<file path="src/design/alu8fb_pkg.sv">
// Shared types, operation codes and flag constants of the 8-bit flag ALU.
package alu8fb_pkg;

	// Operation codes on req_type
	typedef enum logic [4:0] {
		OP_ADD = 5'd0,
		OP_ADC = 5'd1,
		OP_SUB = 5'd2,
		OP_SBB = 5'd3,
		OP_AND = 5'd4,
		OP_XOR = 5'd5,
		OP_OR  = 5'd6,
		OP_CMP = 5'd7,
		OP_INC = 5'd8,
		OP_DEC = 5'd9,
		OP_DAA = 5'd10,
		OP_RLC = 5'd11,
		OP_RRC = 5'd12,
		OP_RAL = 5'd13,
		OP_RAR = 5'd14,
		OP_CMA = 5'd15,
		OP_STC = 5'd16,
		OP_CMC = 5'd17,
		OP_INX = 5'd18,
		OP_DCX = 5'd19,
		OP_DAD = 5'd20
	} op_t;

	// How the flag byte is rebuilt in the last stage
	typedef enum logic [2:0] {
		FM_KEEP,    // flags pass unchanged
		FM_ADD,     // S Z AC P from sum, CY = carry out
		FM_SUB,     // S Z AC P from sum, CY = borrow (inverted carry)
		FM_INCDEC,  // S Z AC P from sum, CY untouched
		FM_DAA,     // S Z AC P from sum, CY from decode
		FM_CYONLY,  // only CY, value from decode
		FM_WORDCY   // only CY, from the 16-bit adder
	} fmode_t;

	// Flag bit positions in the flag byte
	localparam int FLAG_S  = 7;
	localparam int FLAG_Z  = 6;
	localparam int FLAG_AC = 4;
	localparam int FLAG_P  = 2;
	localparam int FLAG_CY = 0;

	// Decimal adjust constants
	localparam logic [7:0] DAA_LO_CORR = 8'h06;
	localparam logic [7:0] DAA_HI_CORR = 8'h60;
	localparam logic [3:0] BCD_MAX     = 4'h9;
	localparam logic [3:0] NIB_ONES    = 4'hf;
	localparam logic [7:0] BYTE_ONES   = 8'hff;
	localparam logic [15:0] WORD_ONES  = 16'hffff;

	// Adder setup produced by the decoder
	typedef struct packed {
		logic [7:0]  x;        // byte adder first input
		logic [7:0]  y;        // byte adder second input
		logic        cin;      // byte adder carry in
		logic        hold_acc; // result byte is acc (compare)
		logic [15:0] wy;       // word adder second input
		logic        wcin;     // word adder carry in
		fmode_t      fmode;
		logic        cy_new;   // carry for FM_DAA and FM_CYONLY
	} ctl_t;

	// Even parity: 1 when the count of ones is even
	function automatic logic even_par(input logic [7:0] v);
		return ~(^v);
	endfunction

endpackage

</file>
<file path="src/design/alu8fb_decode.sv">
// Operation decoder: maps a request onto the shared byte and word adders.
module alu8fb_decode (
	input  logic [4:0]        req_type,
	input  logic [7:0]        acc,
	input  logic [7:0]        operand,
	input  logic [7:0]        psw_in,
	input  logic [15:0]       hl_value,
	output alu8fb_pkg::ctl_t  ctl
);
	import alu8fb_pkg::*;

	logic       cy;
	logic       ac;
	logic [3:0] lo;
	logic [3:0] hi;
	logic       lo_big;
	logic       hi_fix;

	assign cy = psw_in[FLAG_CY];
	assign ac = psw_in[FLAG_AC];
	assign lo = acc[3:0];
	assign hi = acc[7:4];
	assign lo_big = (lo > BCD_MAX);
	assign hi_fix = (hi > BCD_MAX) || cy || ((hi >= BCD_MAX) && lo_big);

	// Pick adder inputs and flag mode per operation
	always_comb begin
		ctl = '0;
		ctl.x = acc;
		ctl.fmode = FM_KEEP;
		case (op_t'(req_type))
			OP_ADD, OP_ADC: begin
				ctl.y = operand;
				ctl.cin = (op_t'(req_type) == OP_ADC) ? cy : 1'b0;
				ctl.fmode = FM_ADD;
			end
			OP_SUB, OP_SBB, OP_CMP: begin
				ctl.y = ~operand;
				ctl.cin = (op_t'(req_type) == OP_SBB) ? ~cy : 1'b1;
				ctl.hold_acc = (op_t'(req_type) == OP_CMP);
				ctl.fmode = FM_SUB;
			end
			OP_AND: begin
				ctl.x = acc & operand;
				ctl.fmode = FM_ADD;
			end
			OP_XOR: begin
				ctl.x = acc ^ operand;
				ctl.fmode = FM_ADD;
			end
			OP_OR: begin
				ctl.x = acc | operand;
				ctl.fmode = FM_ADD;
			end
			OP_INC: begin
				ctl.x = operand;
				ctl.cin = 1'b1;
				ctl.fmode = FM_INCDEC;
			end
			OP_DEC: begin
				ctl.x = operand;
				ctl.y = BYTE_ONES;
				ctl.fmode = FM_INCDEC;
			end
			OP_DAA: begin
				ctl.y = ((lo_big || ac) ? DAA_LO_CORR : 8'h00) |
					(hi_fix ? DAA_HI_CORR : 8'h00);
				ctl.cy_new = cy | hi_fix;
				ctl.fmode = FM_DAA;
			end
			OP_RLC: begin
				ctl.x = {acc[6:0], acc[7]};
				ctl.cy_new = acc[7];
				ctl.fmode = FM_CYONLY;
			end
			OP_RRC: begin
				ctl.x = {acc[0], acc[7:1]};
				ctl.cy_new = acc[0];
				ctl.fmode = FM_CYONLY;
			end
			OP_RAL: begin
				ctl.x = {acc[6:0], cy};
				ctl.cy_new = acc[7];
				ctl.fmode = FM_CYONLY;
			end
			OP_RAR: begin
				ctl.x = {cy, acc[7:1]};
				ctl.cy_new = acc[0];
				ctl.fmode = FM_CYONLY;
			end
			OP_CMA: begin
				ctl.x = ~acc;
			end
			OP_STC: begin
				ctl.cy_new = 1'b1;
				ctl.fmode = FM_CYONLY;
			end
			OP_CMC: begin
				ctl.cy_new = ~cy;
				ctl.fmode = FM_CYONLY;
			end
			OP_INX: begin
				ctl.wcin = 1'b1;
			end
			OP_DCX: begin
				ctl.wy = WORD_ONES;
			end
			OP_DAD: begin
				ctl.wy = hl_value;
				ctl.fmode = FM_WORDCY;
			end
			default: begin
				ctl.fmode = FM_KEEP;
			end
		endcase
	end

endmodule

</file>
<file path="src/design/alu_8bit_flags_bcd.sv">
// Top level of the 8-bit accumulator ALU with flag byte and decimal adjust.
//
// Channel  | Handshake            | Payload
// ---------+----------------------+--------------------------------------------
// request  | req_valid, req_stall | req_type, acc, operand, psw_in,
//          |                      | pair_value, hl_value
// result   | rsp_valid, rsp_stall | byte_result, word_result, psw_out
//
// Three register stages: decode, add (byte and word adders), flag build.
// A request enters each cycle unless stalled; its result passes stages 1, 2 and 3.
// Each stage advances when its successor is empty or advancing, so bubbles close up.
// A stalled result holds all stages behind it; nothing is dropped or repeated.
// arst_n clears the valid bits only; payload registers are not reset.
module alu_8bit_flags_bcd (
	input  logic        clk,
	input  logic        arst_n,
	input  logic        req_valid,
	output logic        req_stall,
	input  logic [4:0]  req_type,
	input  logic [7:0]  acc,
	input  logic [7:0]  operand,
	input  logic [7:0]  psw_in,
	input  logic [15:0] pair_value,
	input  logic [15:0] hl_value,
	output logic        rsp_valid,
	input  logic        rsp_stall,
	output logic [7:0]  byte_result,
	output logic [15:0] word_result,
	output logic [7:0]  psw_out
);
	import alu8fb_pkg::*;

	ctl_t        ctl;
	logic        adv1, adv2, adv3;

	// Stage 1: decoded request
	logic        v_s1;
	ctl_t        ctl_s1;
	logic [7:0]  psw_s1;
	logic [15:0] pair_s1;

	// Stage 2: adder outputs
	logic        v_s2;
	logic [7:0]  sum_s2;
	logic [7:0]  byte_s2;
	logic        hc_s2;
	logic        c8_s2;
	logic [15:0] word_s2;
	logic        wc_s2;
	logic [7:0]  psw_s2;
	fmode_t      fmode_s2;
	logic        cyn_s2;

	// Stage 3: output register
	logic        v_s3;
	logic [7:0]  byte_s3;
	logic [15:0] word_s3;
	logic [7:0]  psw_s3;

	logic [8:0]  sum9;
	logic [4:0]  nib5;
	logic [16:0] sum17;
	logic [7:0]  szap;
	logic [7:0]  psw_nx;

	alu8fb_decode u_decode (
		.req_type (req_type),
		.acc      (acc),
		.operand  (operand),
		.psw_in   (psw_in),
		.hl_value (hl_value),
		.ctl      (ctl)
	);

	// Advance each stage when the next one has room
	assign adv3 = !v_s3 || !rsp_stall;
	assign adv2 = !v_s2 || adv3;
	assign adv1 = !v_s1 || adv2;
	assign req_stall = !adv1;

	always_ff @(posedge clk or negedge arst_n) begin
		if (!arst_n) begin
			v_s1 <= 1'b0;
			v_s2 <= 1'b0;
			v_s3 <= 1'b0;
		end else begin
			if (adv1) v_s1 <= req_valid;
			if (adv2) v_s2 <= v_s1;
			if (adv3) v_s3 <= v_s2;
		end
	end

	// Capture decoded request
	always_ff @(posedge clk) begin
		if (adv1 && req_valid) begin
			ctl_s1  <= ctl;
			psw_s1  <= psw_in;
			pair_s1 <= pair_value;
		end
	end

	// Byte and word adders
	assign sum9  = {1'b0, ctl_s1.x} + {1'b0, ctl_s1.y} + {8'd0, ctl_s1.cin};
	assign nib5  = {1'b0, ctl_s1.x[3:0]} + {1'b0, ctl_s1.y[3:0]} + {4'd0, ctl_s1.cin};
	assign sum17 = {1'b0, pair_s1} + {1'b0, ctl_s1.wy} + {16'd0, ctl_s1.wcin};

	always_ff @(posedge clk) begin
		if (adv2 && v_s1) begin
			sum_s2   <= sum9[7:0];
			byte_s2  <= ctl_s1.hold_acc ? ctl_s1.x : sum9[7:0];
			hc_s2    <= nib5[4];
			c8_s2    <= sum9[8];
			word_s2  <= sum17[15:0];
			wc_s2    <= sum17[16];
			psw_s2   <= psw_s1;
			fmode_s2 <= ctl_s1.fmode;
			cyn_s2   <= ctl_s1.cy_new;
		end
	end

	// Build sign, zero, aux carry and parity from the byte sum
	always_comb begin
		szap = '0;
		szap[FLAG_S]  = sum_s2[7];
		szap[FLAG_Z]  = (sum_s2 == 8'h00);
		szap[FLAG_AC] = hc_s2;
		szap[FLAG_P]  = even_par(sum_s2);
	end

	// Merge new flags into the incoming flag byte
	always_comb begin
		psw_nx = psw_s2;
		case (fmode_s2)
			FM_KEEP: begin
				psw_nx = psw_s2;
			end
			FM_ADD: begin
				psw_nx = (psw_s2 & 8'b0010_1010) | szap;
				psw_nx[FLAG_CY] = c8_s2;
			end
			FM_SUB: begin
				psw_nx = (psw_s2 & 8'b0010_1010) | szap;
				psw_nx[FLAG_CY] = ~c8_s2;
			end
			FM_INCDEC: begin
				psw_nx = (psw_s2 & 8'b0010_1011) | szap;
			end
			FM_DAA: begin
				psw_nx = (psw_s2 & 8'b0010_1010) | szap;
				psw_nx[FLAG_CY] = cyn_s2;
			end
			FM_CYONLY: begin
				psw_nx[FLAG_CY] = cyn_s2;
			end
			FM_WORDCY: begin
				psw_nx[FLAG_CY] = wc_s2;
			end
			default: begin
				psw_nx = psw_s2;
			end
		endcase
	end

	always_ff @(posedge clk) begin
		if (adv3 && v_s2) begin
			byte_s3 <= byte_s2;
			word_s3 <= word_s2;
			psw_s3  <= psw_nx;
		end
	end

	assign rsp_valid   = v_s3;
	assign byte_result = byte_s3;
	assign word_result = word_s3;
	assign psw_out     = psw_s3;

	// Input backs up only when every stage is full and the output is stalled
	a_stall_full: assert property (@(posedge clk) disable iff (!arst_n)
		req_stall |-> (v_s1 && v_s2 && v_s3 && rsp_stall))
		else $error("request stalled while pipeline has room");

	// An accepted request occupies stage 1 on the next cycle
	a_enter: assert property (@(posedge clk) disable iff (!arst_n)
		(req_valid && !req_stall) |=> v_s1)
		else $error("accepted request lost at stage 1");

	// A blocked stage 2 holds its item
	a_hold_s2: assert property (@(posedge clk) disable iff (!arst_n)
		(v_s2 && !adv3) |=> (v_s2 && $stable(byte_s2) && $stable(word_s2)))
		else $error("stage 2 item changed while blocked");

endmodule
</file>
<file path="config.mk">
export PLATFORM = sky130hd
export DESIGN_NAME = alu_8bit_flags_bcd
export DESIGN_NICKNAME = d
export VERILOG_FILES = /design/src/design/alu8fb_pkg.sv /design/src/design/alu8fb_decode.sv /design/src/design/alu_8bit_flags_bcd.sv
export SDC_FILE = /design/constraint.sdc
export NUM_CORES = 1
export LEC_CHECK = 0
export BUFFER_PORTS_ARGS = -buffer_cell sky130_fd_sc_hd__buf_2
export CORE_MARGIN = 2
export CORE_UTILIZATION = 40
export DETAILED_ROUTE_END_ITERATION = 16
export PLACE_DENSITY = 0.56
export SLEW_MARGIN = 20
export SYNTH_ARGS = -nofsm -noshare
export SYNTH_HDL_FRONTEND = slang
export SYNTH_SLANG_ARGS = --single-unit
</file>
<file path="constraint.sdc">
create_clock -name clk -period 9.6 [get_ports clk]
set_input_delay 0.96 -clock clk [delete_from_list [all_inputs] [get_ports clk]]
set_output_delay 0.96 -clock clk [all_outputs]
set_load 0.05 [all_outputs]
</file>
==> metrics.md, run 1 <==
| Metric | Value |
|---|---|
| Via density per instance | `5.25` |
| Mapped cell area | `0.00719 sq mm` |
| Mapped Avg Cell Area | `12.7 sq um` |
| FF+latch count, synth | `145` |
| Length in cells of the worst reg-to-reg path | `7` |
| Compound-Gate Fraction of Synth Area | `14.8%` |
| RD Place Congestion | `0.873` |
| Crit path to | `byte_s2[6]$_DFFE_PP_` |
| Most used cell, CP | `a21o_1` |
| Setup slack, reg-to-reg | `6.88 ns` |
| Initial Utilization | `40.4%` |
| Hold WS | `0.334 ns` |
| Final WL | `14800 um` |
| Vias in the first global route | `4803` |
| Synth warn | `0` |
| P&R area growth vs syn | `18.3%` |
| Sequential Power Share | `45.9%` |
| Slew headroom | `37.0%` |
| Synthesized instance count | `566` |
| HP Class | `in -> async` |
| Adder-Cell Fraction of Synth Area | `8.43%` |
| Post-CTS Setup Bufs | `0` |
| DRC errors left | `0` |
| Share of the synthesized area in the top cell type | `59.3%` |
| Worst Path Arrival | `2.99 ns` |
| Simple-gate share of the synthesized area | `8.22%` |
| Final instance count without filler cells | `906` |
| RSZ-0062 raised after global routing | `false` |
| Crit path launch | `ctl_s1[22]$_DFFE_PP_` |
| Largest cells by area after synthesis | `edfxtp_1 (59%), ha_1 (7.3%), a21o_1 (2.7%)` |
| GRT Resource Usage Total | `16.0%` |
| Dominant synthesized flop cell | `edfxtp_1` |
| WP buf/inv | `0` |
| Setup WS post-layout | `6.88 ns` |
| Share of cells above drive strength 1 | `22.5%` |
| Critical path depth in cells | `7` |
| Initial antenna violation count | `0` |
| First-pass GRT wire length | `24600 um` |
| Fin. max-slew vios | `0` |
| Grt ovf | `0` |
| Clock power frac | `36.0%` |
| Post-layout nets | `775` |
| Final setup viols | `0` |
| Row cnt | `49` |
| Startpoint Class | `register` |
| Clock Sink Count | `145` |
| CP required | `9.87 ns` |
| Die area | `0.0191 sq mm` |
| Leak pwr | `3.52 nW` |
| Max_cap viols | `0` |
| Die W | `138 um` |
| Cell Chain, Critical Path | `fa_1, fa_1, a21o_1, a21o_1, a21o_1, a2111oi_0, nand3b_1` |
| Cell family with most CP delay | `compound AO/OA/AOI/OAI gates` |
| CTS tree | `built` |
| Crit end category | `register` |
| PortBufs | `98` |
| Setup tns final | `0 ns` |
| IO Count | `99` |
| Logic pwr share | `18.1%` |
| Final core area utilization | `47.8%` |
| Final period util | `28.4%` |
| Synth Area in XOR/XNOR | `2.80%` |
| Dpl cell area | `0.00789 sq mm` |
| CP max-delay cell | `fa_1` |
| Inst Count DP | `873` |
| Clk slew on worst S/H paths | `0.06 ns` |
| Outcome | `complete, no violations` |
| Worst Setup Path Type | `reg -> reg` |
| Hold-fix buffer count after cts | `0` |
| Mux cell area share after synthesis | `1.79%` |
| Hold Vio Cnt, Final | `0` |
| Routed wire per std cell | `16.4 um` |
| # diodes | `0` |
| Sequential area share after synthesis | `60.4%` |
| DP Worst Slack | `6.76 ns` |
| Pwr/cell area | `209 mW/mm^2` |
| Clock Latency Late Sink | `0.41 ns` |
| EDFF count, synth | `142` |
| Async S/R FF share, synth | `2.07%` |
| Largest stage delay, worst path | `0.51 ns` |
| NetSw | `0.492 mW` |
| Peak VDD IR | `121 uV` |
| Final clock skew | `0.00665 ns` |
| Filler cells | `1602` |
| Post-route cell area | `0.00850 sq mm` |
| CTS Buf Count | `17` |
| CORE AREA | `0.0178 sq mm` |
| Leading area contributor after synthesis | `edfxtp_1` |
| CTS H-tree depth | `4` |
| Antenna Nets Post-Route | `0` |
| Switching share of power | `27.6%` |
| Tot Pwr | `1.78 mW` |
| TritonRoute pass-1 iters | `6` |
| Critical Path Fanout Max | `3` |
| Syn Nets | `677` |
| Yosys cell types | `58` |
| Clk buf depth | `2` |
| Largest family of logic cells by synthesized area | `compound AO/OA/AOI/OAI gates` |
| Internal power | `1.29 mW` |
| Die H | `138 um` |
| CTS root buf | `clkbuf_16` |
| Final Critical Period | `2.72 ns` |
| R2r endpoint | `byte_s2[6]$_DFFE_PP_` |
| Detailed Place HPWL | `10800 um` |
| R2r startpoint | `ctl_s1[22]$_DFFE_PP_` |
| Max Clock Freq | `0.367 GHz` |
| Most frequent cell after synthesis | `edfxtp_1` |
| Post-synth top cells | `edfxtp_1 (142), ha_1 (42), inv_1 (41)` |
| DR vias | `4759` |
| DRT iter0 DRCs | `393` |
| Largest net degree at the start of global routing | `64` |
| Worst slew pin tran | `0.940 ns` |
| Post-CTS sizing | `0` |
[power groups by stage]
stage          Clock [mW]  Combinational, mW  Sequential, mW
2_1_floorplan           0              0.169           0.892
3_3_place_gp            0              0.314           0.830
3_5_place_dp            0              0.319           0.832
4_1_cts             0.657              0.320           0.819
5_1_grt             0.685              0.355           0.824
6_report            0.640              0.322           0.817
[sequential cells by signal, summed over array words and instances, names as in the netlist, 3 cells and up]
signal       cells
pair_s1         16
psw_s2           8
sum_s2           8
ctl_s1          39
psw_out          8
word_result     16
byte_result      8
fmode_s2         3
byte_s2          8
word_s2         16
psw_s1           8
[worst min path at each step]
stage,endpoint,slack [ns],cells past startpoint
after floorplan,byte_result[0]$_DFFE_PP_,0.40,0
after global placement,byte_result[1]$_DFFE_PP_,0.40,0
after detailed placement,byte_result[1]$_DFFE_PP_,0.40,0
after CTS,rsp_valid$_DFFE_PN0P_,0.31,1
after global routing,v_s2$_DFFE_PN0P_,0.32,1
final,v_s1$_DFFE_PN0N_,0.33,1
[cells by family (layout without fill, tap and decap cells)]
kind of cell	after synthesis	in the layout
AOI/OAI and AO/OA	155	155
adders and majority gates	46	46
and+or+nand+nor	121	121
DFF	145	145
muxes	12	12
buffers and inverters	64	175
xor gates and xnor gates	23	23
[metal layers]
metal / vias up / GRT usage, % / wire, um
met5: - / 0 / 0
met4: 0 / 5.16 / 162
met3: 15 / 3.84 / 881
met2: 167 / 22.8 / 6290
met1: 2254 / 24.2 / 7500
li1: 2323 / - / -
[layout by cell type, fill, tap and decap left out, types with 4 or more instances in the layout]
cell type,count
a21o_1,26
nand4_1,4
nand2_1,36
xnor2_1,14
buf_2,98
inv_6,4
ha_1,42
edfxtp_1,142
or3_1,5
o21ai_0,26
inv_1,41
o22ai_1,6
o21bai_1,5
nor4_1,4
xor2_1,9
o21a_1,5
mux2_2,7
nand2b_1,8
and3_1,5
a222oi_1,7
a22oi_1,9
nand3_1,7
nor2_1,31
clkbuf_16,17
fa_1,4
mux2i_1,5
a31oi_1,6
a21oi_1,31
nor2b_1,7
o211ai_1,11
clkinvlp_4,6
[worst reg2reg max path: stages (launching register included)]
cell       delay (ns)
edfxtp_1         0.44
fa_1             0.51
fa_1             0.43
a21o_1           0.20
a21o_1           0.21
a21o_1           0.22
a2111oi_0        0.39
nand3b_1         0.17
[cell type report]
| type | instances | area [sq um] | share of cell area (%) |
|---|---|---|---|
| multi-input cells | 357 | 2600 | 30.6 |
| clock buffers | 17 | 425 | 5.00 |
| inverters | 43 | 161 | 1.90 |
| flip-flops and latches | 145 | 4340 | 51.0 |
| well taps | 229 | 287 | 3.37 |
| repair buffers | 100 | 526 | 6.18 |
| clock inverters | 15 | 159 | 1.87 |
Power figures use the tool's default switching activity.
==> inputs of run 2 (changes only) <==
--- a/config.mk
+++ b/config.mk
@@ -9,7 +9,7 @@
 export CORE_MARGIN = 2
 export CORE_UTILIZATION = 40
 export DETAILED_ROUTE_END_ITERATION = 16
-export PLACE_DENSITY = 0.56
+export PLACE_DENSITY = 0.58
 export SLEW_MARGIN = 20
 export SYNTH_ARGS = -nofsm -noshare
 export SYNTH_HDL_FRONTEND = slang
==> constraint.sdc (replaced) <==
create_clock -name clk -period 2.4 [get_ports clk]
set_input_delay 0.24 -clock clk [delete_from_list [all_inputs] [get_ports clk]]
set_output_delay 0.24 -clock clk [all_outputs]
set_load 0.05 [all_outputs]
==> run 2 against run 1 <==
Via count up 0.50%; hold slack got worse by 0.31 ns; sequential share of layout area decreased by 2.0 points; critical endpoint unchanged; largest cell class unchanged; largest power group unchanged.
==> metrics.md, run 2 (synthesis gave the netlist of run 1 again) <==
| Metric | Value |
|---|---|
| RSZ-0062 raised after global routing | `true` |
| # diodes | `0 (unchanged)` |
| Commonest cells after routing, fill and taps aside | `edfxtp_1 (142), buf_2 (98), ha_1 (42)` |
| CTS Buf Count | `17 (unchanged)` |
| Commonest non-fill, non-tap cell in the layout | `edfxtp_1` |
| Initial antenna violation count | `0 (unchanged)` |
| Cell family with most CP delay | `compound AO/OA/AOI/OAI gates` |
| Final Critical Period | `2.35 ns (-0.373 ns)` |
| Top reg by flops | `ctl_s1` |
| GRT Resource Usage Total | `16.4% (+0.39 points)` |
| Peak VDD IR | `492 uV (+310%)` |
| CTS tree | `built` |
| HP Class | `in -> reg` |
| Routed wire per std cell | `16.2 um (-1.1%)` |
| Setup slack, reg-to-reg | `0.05 ns (-6.83 ns)` |
| Die area | `0.0191 sq mm (unchanged)` |
| Setup WS post-layout | `0.0480 ns (-6.83 ns)` |
| Largest net degree at the start of global routing | `64 (unchanged)` |
| R2r startpoint | `ctl_s1[23]$_DFFE_PP_` |
| TritonRoute pass-1 iters | `6 (unchanged)` |
| Final WL | `15200 um (+2.6%)` |
| Cell Chain, Critical Path | `fa_2, fa_2, a21o_1, a21o_1, a21o_1, a2111oi_2, nand3b_1` |
| Area of the multi-input gates | `0.00262 sq mm (+0.72%)` |
| Clk slew on worst S/H paths | `0.05 ns (about the same)` |
| Worst slew pin tran | `0.970 ns (+0.0293 ns)` |
| Vias in the first global route | `4787 (-0.33%)` |
| Inst Count DP | `885 (+1.4%)` |
| CTS H-tree depth | `4 (unchanged)` |
| Max Clock Freq | `0.425 GHz (+16%)` |
| DRT iter0 DRCs | `239 (-39%)` |
| Post-layout nets | `809 (+4.4%)` |
| Clock Latency Late Sink | `0.41 ns (about the same)` |
| Hold Vio Cnt, Final | `0 (unchanged)` |
| CP required | `2.67 ns (-7.20 ns)` |
| IO Count | `99 (unchanged)` |
| Max reg flops | `39 (unchanged)` |
| Hold Crit Start | `pair_value[0]` |
| Most used cell, CP | `a21o_1` |
| Critical Path Fanout Max | `3 (unchanged)` |
| Row cnt | `49 (unchanged)` |
| Max_cap viols | `0 (unchanged)` |
| Hold Crit Depth | `1` |
| RD Place Congestion | `0.880 (+0.74%)` |
| Die H | `138 um (unchanged)` |
| Slew headroom | `35.0% (-2.0 points)` |
| Final instance count without filler cells | `940 (+3.8%)` |
| Length in cells of the worst reg-to-reg path | `7 (unchanged)` |
| Via density per instance | `5.09 (-3.1%)` |
| FF/Latch Area | `0.00434 sq mm (unchanged)` |
| PortBufs | `98 (unchanged)` |
| Setup tns final | `0 ns (unchanged)` |
| Antenna Nets Post-Route | `0 (unchanged)` |
| Clock Sink Count | `145 (unchanged)` |
| Filler cells | `1630 (+1.7%)` |
| Worst Setup Path Type | `reg -> reg` |
| Clk buf depth | `2 (unchanged)` |
| Grt ovf | `0 (unchanged)` |
| Fin. max-slew vios | `0 (unchanged)` |
| Crit end category | `register` |
| CTS root buf | `clkbuf_16` |
| WP buf/inv | `0 (unchanged)` |
| CORE AREA | `0.0178 sq mm (unchanged)` |
| Outcome | `complete, no violations` |
| Tot Pwr | `7.26 mW (+310%)` |
| WHS Endpoint | `pair_s1[0]$_DFFE_PP_` |
| Die W | `138 um (unchanged)` |
| Leak pwr | `3.70 nW (+4.9%)` |
| Final clock skew | `0.00618 ns (-0.000469 ns)` |
| Pwr/cell area | `820 mW/mm^2 (+290%)` |
| DRC errors left | `0 (unchanged)` |
| Share of cells above drive strength 1 | `23.2% (+0.75 points)` |
| Startpoint Class | `register` |
| Initial Utilization | `40.4% (unchanged)` |
| DP Worst Slack | `-0.140 ns (-6.90 ns)` |
| P&R area growth vs syn | `23.2%` |
| Final setup viols | `0 (unchanged)` |
| CP max-delay cell | `fa_2` |
| Detailed Place HPWL | `11000 um (+1.5%)` |
| Worst Path Arrival | `2.62 ns (-0.37 ns)` |
| First-pass GRT wire length | `25000 um (+1.9%)` |
| R2r endpoint | `byte_s2[6]$_DFFE_PP_` |
| Largest stage delay, worst path | `0.42 ns (-0.09 ns)` |
| DR vias | `4783 (+0.50%)` |
| Final period util | `98.0% (+70 points)` |
run 2: changes by cell type in the layout (fill, tap and decap cells not counted), moves of 2 or more:
cell           previous run  this run
clkinvlp_4                6         1
clkbuf_1                  0         6
fa_1                      4         0
buf_4                     1        13
buf_12                    0         2
clkbuf_8                  0         4
dlygate4sd3_1             0        21
inv_6                     4         0
fa_2                      0         4
run 2: power breakdown:
part	internal, mW	switching [mW]	leakage [nW]
Clock	1.74	0.900	0.292
Sequential	3.17	0.0976	1.42
Combinational	0.493	0.854	1.99
Total	5.41	1.85	3.70
run 2: timing repair:
action / in CTS / in global routing
hold buffers: 19 / 2
setup buffers: 0 / 2
resized for setup: 4 / 3
gates cloned: 0 / 0
endpoints found under the hold margin: 21 / 2
pin swaps: 1 / 4
endpoints found under the setup margin: 5 / 7
run 2: layout make-up:
type                    count  area share [%]
clock inverters             5            1.16
repair buffers            134            9.47
multi-input cells         357            29.6
inverters                  43            1.82
flip-flops and latches    145            49.0
clock buffers              27            5.68
well taps                 229            3.24
run 2: how the worst max path moves through the flow:
stage | start | endpoint | cells past startpoint
3_5_place_dp | ctl_s1[22]$_DFFE_PP_ | byte_s2[6]$_DFFE_PP_ | 7
2_1_floorplan | ctl_s1[22]$_DFFE_PP_ | byte_s2[6]$_DFFE_PP_ | 7
4_1_cts | ctl_s1[22]$_DFFE_PP_ | byte_s2[6]$_DFFE_PP_ | 7
5_1_grt | ctl_s1[23]$_DFFE_PP_ | byte_s2[6]$_DFFE_PP_ | 7
6_report | ctl_s1[23]$_DFFE_PP_ | byte_s2[6]$_DFFE_PP_ | 7
3_3_place_gp | ctl_s1[22]$_DFFE_PP_ | byte_s2[6]$_DFFE_PP_ | 7
run 2: metal layers:
| metal | vias to the layer above | global-route usage [%] | part of all wire [%] |
|---|---|---|---|
| met5 | - | 0 | 0 |
| met4 | 0 | 5.10 | 1.4 |
| met3 | 17 | 3.67 | 4.5 |
| met2 | 150 | 24.3 | 44 |
| met1 | 2226 | 24.2 | 50 |
| li1 | 2390 | - | - |
run 2: stage by stage:
stage               cell area (sq um)  hold WS [ns]  util, %
floorplan                        7190       -0.0556        -
global placement                 8000        0.0346     45.0
detailed placement               8000        0.0398     45.0
CTS                              8810       0.00457     49.5
global route                     8850       0.00614     49.8
finish                           8850        0.0272     49.8
run 2: worst reg2reg max path: stages, from the launching register on:
cell,delay [ns]
edfxtp_1,0.40
fa_2,0.42
fa_2,0.35
a21o_1,0.19
a21o_1,0.18
a21o_1,0.20
a2111oi_2,0.30
nand3b_1,0.16
==> inputs of run 3 (changes only) <==
--- a/config.mk
+++ b/config.mk
@@ -6,10 +6,12 @@
 export NUM_CORES = 1
 export LEC_CHECK = 0
 export BUFFER_PORTS_ARGS = -buffer_cell sky130_fd_sc_hd__buf_2
+export CELL_PAD_IN_SITES_DETAIL_PLACEMENT = 1
+export CELL_PAD_IN_SITES_GLOBAL_PLACEMENT = 1
 export CORE_MARGIN = 2
 export CORE_UTILIZATION = 40
 export DETAILED_ROUTE_END_ITERATION = 16
-export PLACE_DENSITY = 0.58
+export PLACE_DENSITY = 0.7
 export SLEW_MARGIN = 20
 export SYNTH_ARGS = -nofsm -noshare
 export SYNTH_HDL_FRONTEND = slang
==> run 3 against run 2 <==
Cell count is 0.32% higher; global-route usage is 1.9 points higher; critical path type unchanged; power is 0.76% lower; largest power group unchanged; sequential share of layout area hardly changed; sequential power hardly changed.
==> metrics.md, run 3 (synthesis gave the netlist of run 1 again) <==
| Metric | Value |
|---|---|
| Worst slew pin tran | `0.896 ns (-0.0736 ns)` |
| R2r endpoint | `byte_s2[6]$_DFFE_PP_` |
| Tot Pwr | `7.21 mW (-0.76%)` |
| WHS Endpoint | `pair_s1[0]$_DFFE_PP_` |
| Clock Sink Count | `145 (unchanged)` |
| Row cnt | `49 (unchanged)` |
| Vias in the first global route | `5270 (+10%)` |
| CTS tree | `built` |
| CTS Buf Count | `17 (unchanged)` |
| Crit end category | `register` |
| Max reg flops | `39 (unchanged)` |
| Clk buf depth | `2 (unchanged)` |
| Startpoint Class | `register` |
| Initial Utilization | `40.4% (unchanged)` |
| Switching share of power | `27.9% (+2.4 points)` |
| Hold Crit Start | `pair_value[0]` |
| Max_cap viols | `0 (unchanged)` |
| Clock Latency Late Sink | `0.43 ns (+0.02 ns)` |
| Final core area utilization | `49.8% (about the same)` |
| NetSw | `2.01 mW (+8.5%)` |
| Clk slew on worst S/H paths | `0.06 ns (about the same)` |
| Largest net degree at the start of global routing | `64 (unchanged)` |
| Grt ovf | `0 (unchanged)` |
| Die W | `138 um (unchanged)` |
| Sequential Power Share | `45.5% (+0.5 points)` |
| Share of cells above drive strength 1 | `23.9% (+0.74 points)` |
| First-pass GRT wire length | `27700 um (+11%)` |
| Final setup viols | `0 (unchanged)` |
| CTS H-tree depth | `4 (unchanged)` |
| DR vias | `4962 (+3.7%)` |
| Max Clock Freq | `0.423 GHz (-0.59%)` |
| CORE AREA | `0.0178 sq mm (unchanged)` |
| HP Class | `in -> reg` |
| CP required | `2.69 ns (+0.02 ns)` |
| Setup slack, reg-to-reg | `0.03 ns (about the same)` |
| Final WL | `16900 um (+11%)` |
| Leak pwr | `3.69 nW (-0.11%)` |
| Hold Vio Cnt, Final | `0 (unchanged)` |
| Final Critical Period | `2.37 ns (+0.0140 ns)` |
| P&R area growth vs syn | `23.2% (about the same)` |
| Outcome | `complete, no violations` |
| Final period util | `98.6% (+0.58 points)` |
| Via density per instance | `5.26 (+3.4%)` |
| PortBufs | `98 (unchanged)` |
| GRT Resource Usage Total | `18.3% (+1.9 points)` |
| Length in cells of the worst reg-to-reg path | `7 (unchanged)` |
| Critical Path Fanout Max | `3 (unchanged)` |
| Worst Path Arrival | `2.65 ns (+0.03 ns)` |
| Peak VDD IR | `444 uV (-9.7%)` |
| Internal power | `5.20 mW (-3.9%)` |
| CTS root buf | `clkbuf_16` |
| RD Place Congestion | `0.869 (-1.2%)` |
| Initial antenna violation count | `0 (unchanged)` |
| # diodes | `0 (unchanged)` |
| DRT iter0 DRCs | `316 (+32%)` |
| Fin. max-slew vios | `0 (unchanged)` |
| Slew headroom | `39.9% (+4.9 points)` |
| Routed wire per std cell | `18.0 um (+11%)` |
| Die H | `138 um (unchanged)` |
| Filler cells | `1898 (+16%)` |
| Hold WS | `0.0266 ns (-0.000581 ns)` |
| Antenna Nets Post-Route | `0 (unchanged)` |
| Post-layout nets | `812 (+0.37%)` |
| TritonRoute pass-1 iters | `5 (-1)` |
| R2r startpoint | `ctl_s1[23]$_DFFE_PP_` |
| Commonest cells after routing, fill and taps aside | `edfxtp_1 (142), buf_2 (98), ha_1 (42)` |
| DRC errors left | `0 (unchanged)` |
| Final clock skew | `0.0136 ns (+0.00746 ns)` |
| RSZ-0062 raised after global routing | `true` |
| Setup tns final | `0 ns (unchanged)` |
| Worst Setup Path Type | `reg -> reg` |
| IO Count | `99 (unchanged)` |
| Pwr/cell area | `814 mW/mm^2 (-0.79%)` |
| Detailed Place HPWL | `12100 um (+10%)` |
| Logic pwr share | `19.4% (+0.9 points)` |
| Commonest non-fill, non-tap cell in the layout | `edfxtp_1` |
| Die area | `0.0191 sq mm (unchanged)` |
| Top reg by flops | `ctl_s1` |
| Hold Crit Depth | `1 (unchanged)` |
| Clock power frac | `35.1% (-1.3 points)` |
==> run 3: changes by cell type in the layout (fill, tap and decap cells not counted), moves of 2 or more <==
cell,previous run,this run
clkbuf_8,4,0
clkbuf_1,6,1
clkinv_4,0,3
clkinv_2,1,4
buf_4,13,15
clkinvlp_4,1,3
==> run 3: power groups by stage <==
stage / Clock, mW / Combinational, mW / Sequential [mW]
final: 2.53 / 1.40 / 3.28
after global routing: 2.69 / 1.52 / 3.31
after CTS: 2.57 / 1.39 / 3.28
after detailed placement: 0 / 1.34 / 3.33
after global placement: 0 / 1.29 / 3.31
after floorplan: 0 / 0.677 / 3.56
==> run 3: critical path, stage by stage, from the launching register on <==
cell and delay (ns):
edfxtp_1 0.40, fa_2 0.42, fa_2 0.36, a21o_1 0.19
a21o_1 0.19, a21o_1 0.22, a2111oi_4 0.32, nand3b_1 0.15
==> run 3: what timing repair did <==
item                                    4_1_cts  5_1_grt
pin swaps                                     2        3
gates resized for setup                       5        4
hold buffers                                 22        0
endpoints found under the setup margin        5        6
buffers inserted                              1        2
hold endpoints to repair                     24        0
==> run 3: through the flow <==
stage | instance area [sq um] | std cells | setup slack [ns]
after floorplan | 7190 | 566 | 0.0115
after global placement | 8010 | 886 | -0.0438
after detailed placement | 8010 | 886 | -0.179
after CTS | 8820 | 941 | 0.00869
after global routing | 8860 | 943 | -0.0467
final | 8860 | 943 | 0.0340
==> run 3: layout make-up <==
type                            count  area, sq um  share of cell area, %
Clock buffer                       18          429                   4.85
Clock inverter                     14          141                   1.60
Inverter                           43          161                   1.82
Multi-Input combinational cell    357         2640                   29.8
Sequential cell                   145         4340                   49.0
Tap cell                          229          287                   3.24
Timing Repair Buffer              137          863                   9.75
==> run 3: worst max-delay path by stage <==
| stage | from | slack, ns | cells past startpoint | endpoint |
|---|---|---|---|---|
| floorplan | ctl_s1[22]$_DFFE_PP_ | 0.01 | 7 | byte_s2[6]$_DFFE_PP_ |
| finish | ctl_s1[23]$_DFFE_PP_ | 0.03 | 7 | byte_s2[6]$_DFFE_PP_ |
| CTS | ctl_s1[22]$_DFFE_PP_ | 0.009 | 7 | byte_s2[6]$_DFFE_PP_ |
| global route | ctl_s1[23]$_DFFE_PP_ | -0.05 | 7 | byte_s2[6]$_DFFE_PP_ |
| global placement | ctl_s1[22]$_DFFE_PP_ | -0.04 | 7 | byte_s2[6]$_DFFE_PP_ |
| detailed placement | ctl_s1[22]$_DFFE_PP_ | -0.18 | 7 | byte_s2[6]$_DFFE_PP_ |
==> run 3: metal layers <==
layer | global-route usage [%] | up-vias | wire, um
li1 | - | 2397 | -
met1 | 24.6 | 2427 | 7890
met2 | 29.6 | 117 | 8130
met3 | 4.02 | 21 | 650
met4 | 6.07 | 0 | 270
met5 | 0 | - | 0
